`src/lfc_pkg.sv`:
```
// ----------------------------------------------------------------------------
// lfc_pkg
// Types and constants shared by the forward correction block and its checker.
// ----------------------------------------------------------------------------
package lfc_pkg;

  localparam int DIST_W = 16;
  localparam int AMP_W  = 16;
  localparam int COS_W  = 15;
  localparam int POS_W  = 32;
  localparam int LIM_W  = 20;
  localparam int CFG_W  = 20;
  localparam int CIDX_W = 3;
  localparam int SUM_W  = 32;

  // Serial multiplier: distance times the non-negative cosine.
  localparam int PROD_W    = DIST_W + COS_W;
  localparam int MUL_CNT_W = $clog2(COS_W);
  localparam logic [MUL_CNT_W-1:0] MUL_LAST = MUL_CNT_W'(COS_W - 1);

  // Serial divider by a small constant (25, or the baseline sample count).
  localparam int QUO_W     = 32;
  localparam int DIV_W     = 7;
  localparam int DIV_CNT_W = $clog2(QUO_W);
  localparam logic [DIV_CNT_W-1:0] DIV_LAST = DIV_CNT_W'(QUO_W - 1);
  localparam logic [DIV_W-1:0]     PROJ_DIV = 7'd25;

  localparam logic [AMP_W-1:0] AMP_SAT = 16'hFFFF;

  localparam logic [DIST_W-1:0] MIN_DIST_RST = 16'd20;
  localparam logic [DIST_W-1:0] MAX_DIST_RST = 16'd800;
  localparam logic [AMP_W-1:0]  MIN_AMP_RST  = 16'd100;
  localparam logic [COS_W-1:0]  MIN_COS_RST  = 15'd11469;
  localparam logic [LIM_W-1:0]  MAX_DIS_RST  = 20'd22938;

  typedef enum logic [CIDX_W-1:0] {
    CFG_MIN_DIST = 3'd0,
    CFG_MAX_DIST = 3'd1,
    CFG_MIN_AMP  = 3'd2,
    CFG_MIN_COS  = 3'd3,
    CFG_MAX_DIS  = 3'd4
  } cfg_idx_t;

  typedef enum logic [2:0] {
    ST_RESET    = 3'd0,
    ST_READFAIL = 3'd1,
    ST_RANGE    = 3'd2,
    ST_COSINE   = 3'd3,
    ST_ACCUM    = 3'd4,
    ST_DONE     = 3'd5,
    ST_FUSED    = 3'd6
  } status_t;

  typedef enum logic [2:0] {
    S_IDLE,
    S_CHECK,
    S_MUL,
    S_PROJ,
    S_AVG,
    S_DIFF,
    S_TGT,
    S_OUT
  } state_t;

endpackage

```
`src/lfc_smul.sv`:
```
// ----------------------------------------------------------------------------
// lfc_smul
// Shift-and-add multiplier, one multiplier bit per cycle.
// ----------------------------------------------------------------------------
module lfc_smul import lfc_pkg::*; (
  input  logic              clk,
  input  logic              rst,
  input  logic              start,
  input  logic [DIST_W-1:0] a_in,
  input  logic [COS_W-1:0]  b_in,
  output logic              done,
  output logic [PROD_W-1:0] product
);

  logic                 busy;
  logic [MUL_CNT_W-1:0] cnt;
  logic [DIST_W-1:0]    a;
  logic [DIST_W:0]      step_sum;

  // The upper half collects partial sums while the multiplier shifts out below.
  assign step_sum = {1'b0, product[PROD_W-1:COS_W]} + (product[0] ? {1'b0, a} : '0);

  always_ff @(posedge clk) begin
    if (rst) begin
      busy <= 1'b0;
      done <= 1'b0;
      cnt  <= '0;
    end else begin
      done <= 1'b0;
      if (start) begin
        busy <= 1'b1;
        cnt  <= '0;
      end else if (busy) begin
        if (cnt == MUL_LAST) begin
          busy <= 1'b0;
          done <= 1'b1;
        end
        cnt <= cnt + 1'b1;
      end
    end
  end

  always_ff @(posedge clk) begin
    if (start) begin
      a       <= a_in;
      product <= {{DIST_W{1'b0}}, b_in};
    end else if (busy) begin
      product <= {step_sum, product[COS_W-1:1]};
    end
  end

endmodule

```
`src/lfc_sdiv.sv`:
```
// ----------------------------------------------------------------------------
// lfc_sdiv
// Restoring divider by a small divisor, one quotient bit per cycle.
// ----------------------------------------------------------------------------
module lfc_sdiv import lfc_pkg::*; (
  input  logic             clk,
  input  logic             rst,
  input  logic             start,
  input  logic [QUO_W-1:0] dividend,
  input  logic [DIV_W-1:0] divisor,
  output logic             done,
  output logic [QUO_W-1:0] quotient
);

  logic                 busy;
  logic [DIV_CNT_W-1:0] cnt;
  logic [DIV_W-1:0]     dvs;
  logic [DIV_W-1:0]     rem;
  logic [DIV_W-1:0]     trial;
  logic                 ge;

  // The remainder stays below the divisor, so its top bit is clear for a divisor of at most 64.
  assign trial = {rem[DIV_W-2:0], quotient[QUO_W-1]};
  assign ge    = (trial >= dvs);

  always_ff @(posedge clk) begin
    if (rst) begin
      busy <= 1'b0;
      done <= 1'b0;
      cnt  <= '0;
    end else begin
      done <= 1'b0;
      if (start) begin
        busy <= 1'b1;
        cnt  <= '0;
      end else if (busy) begin
        if (cnt == DIV_LAST) begin
          busy <= 1'b0;
          done <= 1'b1;
        end
        cnt <= cnt + 1'b1;
      end
    end
  end

  always_ff @(posedge clk) begin
    if (start) begin
      quotient <= dividend;
      rem      <= '0;
      dvs      <= divisor;
    end else if (busy) begin
      rem      <= ge ? (trial - dvs) : trial;
      quotient <= {quotient[QUO_W-2:0], ge};
    end
  end

endmodule

```
`src/lidar_forward_correction.sv`:
```
// ----------------------------------------------------------------------------
// lidar_forward_correction
// Gathers a still baseline of projected rangefinder distances, then turns each
// good reading into a clamped forward position target.
// ----------------------------------------------------------------------------
//  channel  | handshake                      | payload
//  ---------+--------------------------------+-----------------------------------
//  input    | in_valid / in_stall            | read_ok, is_stationary, range_cm,
//           |                                | amplitude, forward_cos, position_now
//  output   | out_valid / out_stall          | fused, target_position, status
//  config   | cfg_write, cfg_index, cfg_data | five threshold registers
//
// A rejected reading goes from S_CHECK to S_OUT and loads the output register
// once it is free. A good reading takes the serial multiply and the serial
// divide by 25, then goes to S_OUT while the baseline builds, or through S_DIFF
// and S_TGT once it is complete. The reading that completes the baseline also
// takes the serial divide by BASELINE_SAMPLES. One word is worked at a time,
// and the next word is accepted the cycle after the output register loads.
// The output register lets the next word enter while a result waits; a second
// finished word waits inside, with the input stalled, until it is taken.
// Reset is synchronous and clears the baseline and the thresholds to defaults.
// ----------------------------------------------------------------------------
module lidar_forward_correction import lfc_pkg::*; #(
  parameter int BASELINE_SAMPLES = 8
) (
  input  logic                     clk,
  input  logic                     rst,
  input  logic                     cfg_write,
  input  logic [CIDX_W-1:0]        cfg_index,
  input  logic [CFG_W-1:0]         cfg_data,
  input  logic                     in_valid,
  output logic                     in_stall,
  input  logic                     read_ok,
  input  logic                     is_stationary,
  input  logic [DIST_W-1:0]        range_cm,
  input  logic [AMP_W-1:0]         amplitude,
  input  logic signed [15:0]       forward_cos,
  input  logic signed [POS_W-1:0]  position_now,
  output logic                     out_valid,
  input  logic                     out_stall,
  output logic                     fused,
  output logic signed [POS_W-1:0]  target_position,
  output logic [2:0]               status
);

  localparam int CNT_W = $clog2(BASELINE_SAMPLES + 1);
  localparam logic [CNT_W-1:0] CNT_FULL = CNT_W'(BASELINE_SAMPLES);
  localparam logic [CNT_W-1:0] CNT_LAST = CNT_W'(BASELINE_SAMPLES - 1);
  localparam logic [DIV_W-1:0] NSAMP    = DIV_W'(BASELINE_SAMPLES);

  state_t state, state_next;

  logic [DIST_W-1:0] min_dist, max_dist;
  logic [AMP_W-1:0]  min_amp;
  logic [COS_W-1:0]  min_cos;
  logic [LIM_W-1:0]  max_dis;

  logic [SUM_W-1:0]  baseline_sum;
  logic [CNT_W-1:0]  baseline_count;

  logic                    item_ok, item_still;
  logic [DIST_W-1:0]       item_dist;
  logic [AMP_W-1:0]        item_amp;
  logic [15:0]             item_cos;
  logic signed [POS_W-1:0] item_pos;

  logic                    res_fused;
  logic [POS_W-1:0]        res_target;
  status_t                 res_status;

  logic signed [SUM_W+1:0] d;
  logic                    over, under;

  logic                    mul_start, mul_done;
  logic [PROD_W-1:0]       mul_prod;
  logic                    div_start, div_done;
  logic [QUO_W-1:0]        div_dividend, div_quo;
  logic [DIV_W-1:0]        div_divisor;

  logic                    incomplete, range_bad, cos_bad, out_free;
  logic [SUM_W:0]          sum_wide;
  logic [SUM_W-1:0]        sum_sat;
  logic signed [SUM_W+1:0] d_next;
  logic signed [SUM_W+2:0] diff, lim_w, pos_w, tgt_w;
  logic [POS_W-1:0]        tgt_sat;

  assign in_stall   = (state != S_IDLE);
  assign out_free   = !out_valid || !out_stall;
  assign incomplete = (baseline_count < CNT_FULL);

  assign range_bad = (item_dist < min_dist) || (item_dist > max_dist) ||
                     (item_amp < min_amp) || (item_amp == AMP_SAT);
  // Any negative cosine fails, since the minimum is never negative.
  assign cos_bad   = item_cos[15] || (item_cos[COS_W-1:0] < min_cos);

  assign sum_wide = {1'b0, baseline_sum} + {1'b0, div_quo};
  assign sum_sat  = sum_wide[SUM_W] ? '1 : sum_wide[SUM_W-1:0];
  assign d_next   = $signed({2'b00, baseline_sum}) - $signed({2'b00, div_quo});

  assign pos_w = {{3{item_pos[POS_W-1]}}, item_pos};
  assign lim_w = $signed({{(SUM_W+3-LIM_W){1'b0}}, max_dis});
  assign diff  = {d[SUM_W+1], d} - pos_w;

  always_comb begin
    if (over) begin
      tgt_w = pos_w + lim_w;
    end else if (under) begin
      tgt_w = pos_w - lim_w;
    end else begin
      tgt_w = {d[SUM_W+1], d};
    end
  end

  // Saturate to the signed 32-bit range when the top bits disagree.
  always_comb begin
    if (tgt_w[SUM_W+2:POS_W-1] == '0 || tgt_w[SUM_W+2:POS_W-1] == '1) begin
      tgt_sat = tgt_w[POS_W-1:0];
    end else if (tgt_w[SUM_W+2]) begin
      tgt_sat = {1'b1, {(POS_W-1){1'b0}}};
    end else begin
      tgt_sat = {1'b0, {(POS_W-1){1'b1}}};
    end
  end

  always_comb begin
    state_next   = state;
    mul_start    = 1'b0;
    div_start    = 1'b0;
    div_dividend = sum_sat;
    div_divisor  = NSAMP;
    case (state)
      S_IDLE: begin
        if (in_valid) state_next = S_CHECK;
      end
      S_CHECK: begin
        if ((incomplete && !item_still) || !item_ok || range_bad || cos_bad) begin
          state_next = S_OUT;
        end else begin
          mul_start  = 1'b1;
          state_next = S_MUL;
        end
      end
      S_MUL: begin
        div_dividend = {{(QUO_W-PROD_W){1'b0}}, mul_prod};
        div_divisor  = PROJ_DIV;
        if (mul_done) begin
          div_start  = 1'b1;
          state_next = S_PROJ;
        end
      end
      S_PROJ: begin
        if (div_done) begin
          if (!incomplete) begin
            state_next = S_DIFF;
          end else if (baseline_count == CNT_LAST) begin
            div_start  = 1'b1;
            state_next = S_AVG;
          end else begin
            state_next = S_OUT;
          end
        end
      end
      S_AVG: begin
        if (div_done) state_next = S_OUT;
      end
      S_DIFF:  state_next = S_TGT;
      S_TGT:   state_next = S_OUT;
      S_OUT: begin
        if (out_free) state_next = S_IDLE;
      end
      default: state_next = S_IDLE;
    endcase
  end

  always_ff @(posedge clk) begin
    if (rst) begin
      state <= S_IDLE;
    end else begin
      state <= state_next;
    end
  end

  always_ff @(posedge clk) begin
    if (rst) begin
      min_dist <= MIN_DIST_RST;
      max_dist <= MAX_DIST_RST;
      min_amp  <= MIN_AMP_RST;
      min_cos  <= MIN_COS_RST;
      max_dis  <= MAX_DIS_RST;
    end else if (cfg_write) begin
      case (cfg_idx_t'(cfg_index))
        CFG_MIN_DIST: min_dist <= cfg_data[DIST_W-1:0];
        CFG_MAX_DIST: max_dist <= cfg_data[DIST_W-1:0];
        CFG_MIN_AMP:  min_amp  <= cfg_data[AMP_W-1:0];
        CFG_MIN_COS:  min_cos  <= cfg_data[COS_W-1:0];
        CFG_MAX_DIS:  max_dis  <= cfg_data[LIM_W-1:0];
        default: ;
      endcase
    end
  end

  always_ff @(posedge clk) begin
    if (rst) begin
      baseline_sum   <= '0;
      baseline_count <= '0;
    end else if (state == S_CHECK && incomplete && !item_still) begin
      baseline_sum   <= '0;
      baseline_count <= '0;
    end else if (state == S_PROJ && div_done && incomplete) begin
      baseline_sum   <= sum_sat;
      baseline_count <= baseline_count + 1'b1;
    end else if (state == S_AVG && div_done) begin
      baseline_sum   <= div_quo;
    end
  end

  always_ff @(posedge clk) begin
    if (state == S_IDLE && in_valid) begin
      item_ok    <= read_ok;
      item_still <= is_stationary;
      item_dist  <= range_cm;
      item_amp   <= amplitude;
      item_cos   <= forward_cos;
      item_pos   <= position_now;
    end
  end

  always_ff @(posedge clk) begin
    case (state)
      S_CHECK: begin
        res_fused  <= 1'b0;
        res_target <= '0;
        if (incomplete && !item_still) begin
          res_status <= ST_RESET;
        end else if (!item_ok) begin
          res_status <= ST_READFAIL;
        end else if (range_bad) begin
          res_status <= ST_RANGE;
        end else begin
          res_status <= cos_bad ? ST_COSINE : ST_ACCUM;
        end
      end
      S_PROJ: begin
        d <= d_next;
      end
      S_AVG: begin
        res_status <= ST_DONE;
      end
      S_DIFF: begin
        over  <= (diff > lim_w);
        under <= (diff < -lim_w);
      end
      S_TGT: begin
        res_fused  <= 1'b1;
        res_target <= tgt_sat;
        res_status <= ST_FUSED;
      end
      default: ;
    endcase
  end

  always_ff @(posedge clk) begin
    if (rst) begin
      out_valid <= 1'b0;
    end else if (state == S_OUT && out_free) begin
      out_valid <= 1'b1;
    end else if (!out_stall) begin
      out_valid <= 1'b0;
    end
  end

  always_ff @(posedge clk) begin
    if (state == S_OUT && out_free) begin
      fused           <= res_fused;
      target_position <= res_target;
      status          <= res_status;
    end
  end

  lfc_smul u_mul (
    .clk     (clk),
    .rst     (rst),
    .start   (mul_start),
    .a_in    (item_dist),
    .b_in    (item_cos[COS_W-1:0]),
    .done    (mul_done),
    .product (mul_prod)
  );

  lfc_sdiv u_div (
    .clk      (clk),
    .rst      (rst),
    .start    (div_start),
    .dividend (div_dividend),
    .divisor  (div_divisor),
    .done     (div_done),
    .quotient (div_quo)
  );

endmodule

```
`config.mk`:
```
export PLATFORM = sky130hd
export DESIGN_NAME = lidar_forward_correction
export DESIGN_NICKNAME = d
export VERILOG_FILES = /design/src/lfc_pkg.sv /design/src/lfc_smul.sv /design/src/lfc_sdiv.sv /design/src/lidar_forward_correction.sv
export SDC_FILE = /design/constraint.sdc
export NUM_CORES = 1
export LEC_CHECK = 0
export ABC_CLOCK_PERIOD_IN_PS = 11250
export BUFFER_PORTS_ARGS = -buffer_cell sky130_fd_sc_hd__clkbuf_2
export CAP_MARGIN = 15
export CORE_AREA = 2 2 330 332
export CTS_CLUSTER_DIAMETER = 40
export DETAILED_ROUTE_END_ITERATION = 8
export DIE_AREA = 0 0 332 334
export SLEW_MARGIN = 5
export SYNTH_ARGS = -nofsm -noshare
export SYNTH_HDL_FRONTEND = slang
export SYNTH_SLANG_ARGS = --single-unit
```
`constraint.sdc`:
```
create_clock -name clk -period 11.25 [get_ports clk]
set_input_delay 1.6875 -clock clk [delete_from_list [all_inputs] [get_ports clk]]
set_output_delay 1.6875 -clock clk [all_outputs]
set_load 0.01 [all_outputs]
```
* Word level (Yosys, flattened, before mapping)
Index checks and enable logic that the tools add are counted.
** Word-level totals
- Flip-flop bits (word level) :: 415
** Cells by class
- Multiplexer cells :: 48
- Equal/unequal tests :: 22
- Add/subtract/negate cells :: 11
- Reduce and logical (&&, ||, !) cells :: 41
- Bitwise operators :: 2
- $lt $le $gt $ge :: 8
** Operators with widths (count)
- 32-bit two-way mux :: 8
- 35-bit two-way mux :: 2
- 32-bit one-hot mux with 2 select lines :: 1
- 35-bit by 21-bit greater-than comparator with 1-bit output :: 1
- 35-bit less-than comparator :: 1
- 20-bit negator with 35-bit output :: 1
- 33-bit by 32-bit subtractor with 34-bit output :: 1
- 32-bit by 21-bit adder with 33-bit output :: 1
- 32-bit by 32-bit adder with 33-bit output :: 1
- 32-bit by 21-bit subtractor with 33-bit output :: 1
- 32-bit by 32-bit subtractor with 33-bit output :: 1
- 16-bit less-than comparator :: 2
- 15-bit two-way mux :: 2
- 3-bit two-way mux :: 10
- 3-bit one-hot mux with 8 select lines :: 1
- 16-bit by 16-bit adder with 17-bit output :: 1
- 16-bit equality test (second input constant) :: 1
- 16-bit greater-than comparator :: 1
- 1-bit two-way mux :: 16
- 16-bit two-way mux :: 1
- 3-bit equality test (second input constant) :: 5
- 15-bit less-than comparator :: 1
- 3-bit by 2-bit equality test with 1-bit output (second input constant) :: 4
- 2-bit AND reduction :: 5
- 27 further kinds :: 63

* Logic depth before layout (Yosys ltp)
- Word-level depth :: 9
- Depth in mapped cells :: 24
- Depth with buffers taken out :: 24

* Cells and area by module
From an unflattened synthesis, not the netlist that was laid out.
** Second synthesis, totals
- Cells, all modules :: 3013
- Area total of the unflattened synthesis :: 27727.8 µm²
** By module, submodules not included
- lidar_forward_correction :: instances 1, area an instance 22480.3 µm², sequential area each 8137.8 µm², cells each 2577
- lfc_smul :: instances 1, area an instance 2790.2 µm², sequential area each 1371.3 µm², cells each 254
- lfc_sdiv :: instances 1, area an instance 2457.4 µm², sequential area each 1431.4 µm², cells each 182

* Worst setup path after synthesis
OpenSTA, ideal clock, no wires.
- Kind :: flip-flop to flip-flop
- Start point :: register item_pos[1]
- End point :: register over (data pin)
- Path buffers :: 0
- Setup slack :: 6409 ps
- Stages on the path, launching flop included :: 21
- Clock period less this slack :: 4841 ps
- Arrival :: 4578 ps
- Path through :: edfxtp_1 > inv_1 > ha_1 > nand2b_1 > a21oi_1 > o41a_1 > o31ai_2 > a21oi_1 > and2_1 > o21ai_0 > nand2_1 > xor2_1 > ha_1 > nand4_1 > nor3_1 > a2111oi_0 > o211ai_1 > a211o_1 > or4_1 > or4_1 > o41a_1
** Between the ends
- Longest elaborated chain between the ends :: 2
** Ends and longest elaborated chain
- start: declaration :: RTL line lidar_forward_correction.sv:65 : logic signed [POS_W-1:0] item_pos;
- start signal: assignment :: RTL line lidar_forward_correction.sv:224 : item_pos <= position_now;
- 33-bit by 32-bit subtractor with 34-bit output :: RTL line lidar_forward_correction.sv:102 : assign diff = {d[SUM_W+1], d} - pos_w;
- 35-bit by 21-bit greater-than comparator with 1-bit output :: RTL line lidar_forward_correction.sv:250 : over <= (diff > lim_w);
- end signal: assignment :: RTL line lidar_forward_correction.sv:250
- end: declaration :: RTL line lidar_forward_correction.sv:72 : logic over, under;
Every way passes these cells.
A chain may end at the register's enable or synchronous reset.

* Final worst setup path
Same ends and word-level chain as after synthesis.

==> results_dict.tcl <==
set metrics [dict create \
    final_common_cell "ha_1" \
    worst_pin_slew_ns 0.993 \
    cts.sinks 411 \
    fp.coreArea_sq_mm 0.108 \
    fin_hold_ws_ns 0.417 \
    drive_gt1_share_pct 11.5 \
    post-dp-hpwl_microns 56400 \
    ir_worst_vdd_v 0.000131 \
    status "finished, final reports clean" \
    powerDensity_mw_per_mm2 177 \
    cp-start-kind "flip-flop" \
    syn_nets 3277 \
    clk_pin_slew_worst_paths_ns 0.06 \
    finalHoldViolations 0 \
    synth_edf_count 253 \
    critPathBufInv 1 \
    htree_levels 2 \
    required_ns 11.63 \
    critical-path-max-stage-delay_ns 0.48 \
    hp-class "reg -> reg" \
    rsz0062_at_grt "false" \
    fin_nets 3376 \
    cts_tree "yes" \
    cts_made_buffers 61 \
    syn_inst 2886 \
    antenna_found_initial 2 \
    ant_nets 0 \
    cts_hold_buf 0 \
    place_congestion 0.916 \
    die_x_microns 332 \
    layout_common_cells "275 x ha_1, 269 x nand2_1, 268 x a21oi_1" \
    finClkSkew_ns 0.0456 \
    crit_family "compound AO/OA/AOI/OAI gates" \
    post_cts_resized 0 \
    dr.pass1.iters 7 \
    io_pins 148 \
    route.detailed.wl_per_inst_microns 16.6 \
    grt_pass1_vias 20200 \
    rows 121 \
    crit_slowest_cell "or4_1" \
    setup_tns_ns 0 \
    placed_area_sq_mm 0.0288 \
    setup_slack_ns 5.85 \
    first_iter_violations 1511 \
    async_flop_share_pct 0 \
    avgSynthCellArea_sq_um 9.22 \
    setup_viol 0 \
    clk_latency_ns 0.67 \
    crit_arrival_ns 5.78 \
    syn-cell-area_sq_mm 0.0266 \
    seq_area_frac_synth_pct 40.5 \
    die-area_sq_mm 0.111 \
    diodes 0 \
    vias_per_cell 4.71 \
    yosysWarnings 0 \
    fp.dieH_microns 334 \
    synth-main-ff-cell "edfxtp_1" \
    cap_violations 0 \
    drc 0 \
    num_vias 21000 \
    power.static_leakage_nw 12.3 \
    max_freq_mhz 185 \
    path_cells "inv_1 > ha_1 > nand2b_1 > a21oi_1 > o41a_1 > o31ai_2 > a21oi_1 > and2_1 > o21ai_0 > nand2_1 > xor2_1 > ha_1 > nand4_1 > nor3_1 > a2111oi_0 > o211ai_1 > a211o_1 > or4_1 > or4_1 > o41a_1" \
    dpl.cell_count 4336 \
    drt-total-wl_microns 73800 \
    grt_use_total_pct 13.1 \
    pre_cts_ws_ns 5.87 \
    maxSlewViolCount 0 \
    grt_pass1_wl_microns 115000 \
    finalInstanceArea_sq_mm 0.0310 \
    period_share_pct 48.0 \
    cts_root_buffer "clkbuf_16" \
    postCtsSetupRepairBufs 0 \
    start_util_pct 24.7 \
    grt_overflow 0 \
    fin_cells 4452 \
    synth_seq_cells 411 \
    grt_start_max_net_pins 77 \
    io_buffer_count 147 \
    period_needed_ns 5.40 \
    cts.path.max_buffers 3 \
    max_slew_margin_pct 33.8 \
    areaGrowthSynthToFinish_pct 16.4 \
    cp-end-kind "flip-flop" \
    cp_max_fo 4 \
    synth.distinct_cells 87 \
    critPathKind "reg -> reg" \
]
[per-layer routing]
layer / track usage [%] / vias to the layer above / wire (microns)
met1: 19.3 / 9798 / 36600
met2: 20.0 / 545 / 31400
li1: - / 10600 / -
met3: 2.15 / 74 / 4690
met5: 0 / - / 0
met4: 2.79 / 0 / 1100
[through the flow]
| stage | util [%] | power [mW] |
|---|---|---|
| after global placement | 26.7 | 3.53 |
| after global routing | 28.7 | 5.82 |
| after CTS | 28.7 | 5.53 |
| final | 28.7 | 5.49 |
| after detailed placement | 26.7 | 3.54 |
| after floorplan | - | 3.10 |
[worst paths after layout]
| path | start | to | slack [ns] | cells past startpoint |
|---|---|---|---|---|
| worst max-delay path | item_pos[1] | over | 5.85 | 20 |
| worst min-delay path | res_target[15] | target_position[15] | 0.42 | 0 |
| worst max register to register | item_pos[1] | over | 5.85 | 20 |
| worst min register to register | res_target[15] | target_position[15] | 0.42 | 0 |
[flip-flops by register name, summed over array words and instances, names as in the netlist, 20 cells and up]
| name | count |
|---|---|
| baseline_sum | 32 |
| d | 33 |
| item_pos | 32 |
| max_dis | 20 |
| res_target | 32 |
| target_position | 32 |
| u_div.quotient | 32 |
| u_mul.product | 31 |
[cells by family after synthesis]
logic type	Yosys count	share of synthesized area [%]
XOR/XNOR	152	5.03
AO/OA/AOI/OAI	750	18.0
AND/OR/NAND/NOR	849	14.9
multiplexers	75	2.96
flip-flops	411	40.5
adder cells (fa/ha/maj)	282	13.4
buffers and inverters	367	5.23
[synth_stat cells (5+ instances only)]
cell	number	area share, %
ha_1	275	13
nand2_1	270	3.8
a21oi_1	269	5.1
edfxtp_1	253	29
inv_1	235	3.3
nor2_1	230	3.2
dfxtp_1	158	12
o21ai_0	124	2.3
xnor2_1	118	3.9
clkbuf_1	109	1.5
nor3_1	73	1.4
nand3_1	63	1.2
a21o_1	61	1.7
mux2i_1	46	1.7
nand4_1	36	0.85
a221oi_1	33	1.1
nor2b_1	33	0.78
xor2_1	33	1.1
a211oi_1	30	0.85
o21a_1	30	0.85
o21bai_1	30	0.85
nand3b_1	29	0.82
mux2_2	28	1.2
a31oi_1	26	0.61
nand2b_1	26	0.61
o211ai_1	25	0.71
and2_1	24	0.56
buf_1	15	0.21
or3_1	15	0.35
a211o_1	14	0.46
and3_1	13	0.31
o31ai_1	11	0.31
nor4_1	10	0.24
or2_2	10	0.24
o21ai_1	9	0.17
a2111oi_0	7	0.23
a311oi_1	6	0.20
fa_1	6	0.45
a22oi_1	5	0.14
o2111ai_1	5	0.16
o22ai_1	5	0.12
or4_1	5	0.14
[area by class of cell]
| cell class | instances | area, sq um |
|---|---|---|
| Fill cell | 11500 | 76800 |
| Clock buffer | 65 | 1570 |
| Timing Repair Buffer | 165 | 873 |
| Clock inverter | 51 | 578 |
| Sequential cell | 411 | 10800 |
| Tap cell | 1414 | 1770 |
| Multi-Input combinational cell | 2108 | 14500 |
| Inverter | 238 | 893 |
[report_power, final]
| part | switching [mW] | leakage (nW) | total [mW] | internal [mW] |
|---|---|---|---|---|
| logic | 0.921 | 7.65 | 1.52 | 0.600 |
| clock network | 0.815 | 1.06 | 1.96 | 1.15 |
| registers | 0.150 | 3.61 | 2.01 | 1.86 |
| total | 1.89 | 12.3 | 5.49 | 3.60 |
Power figures use the tool's default switching activity.
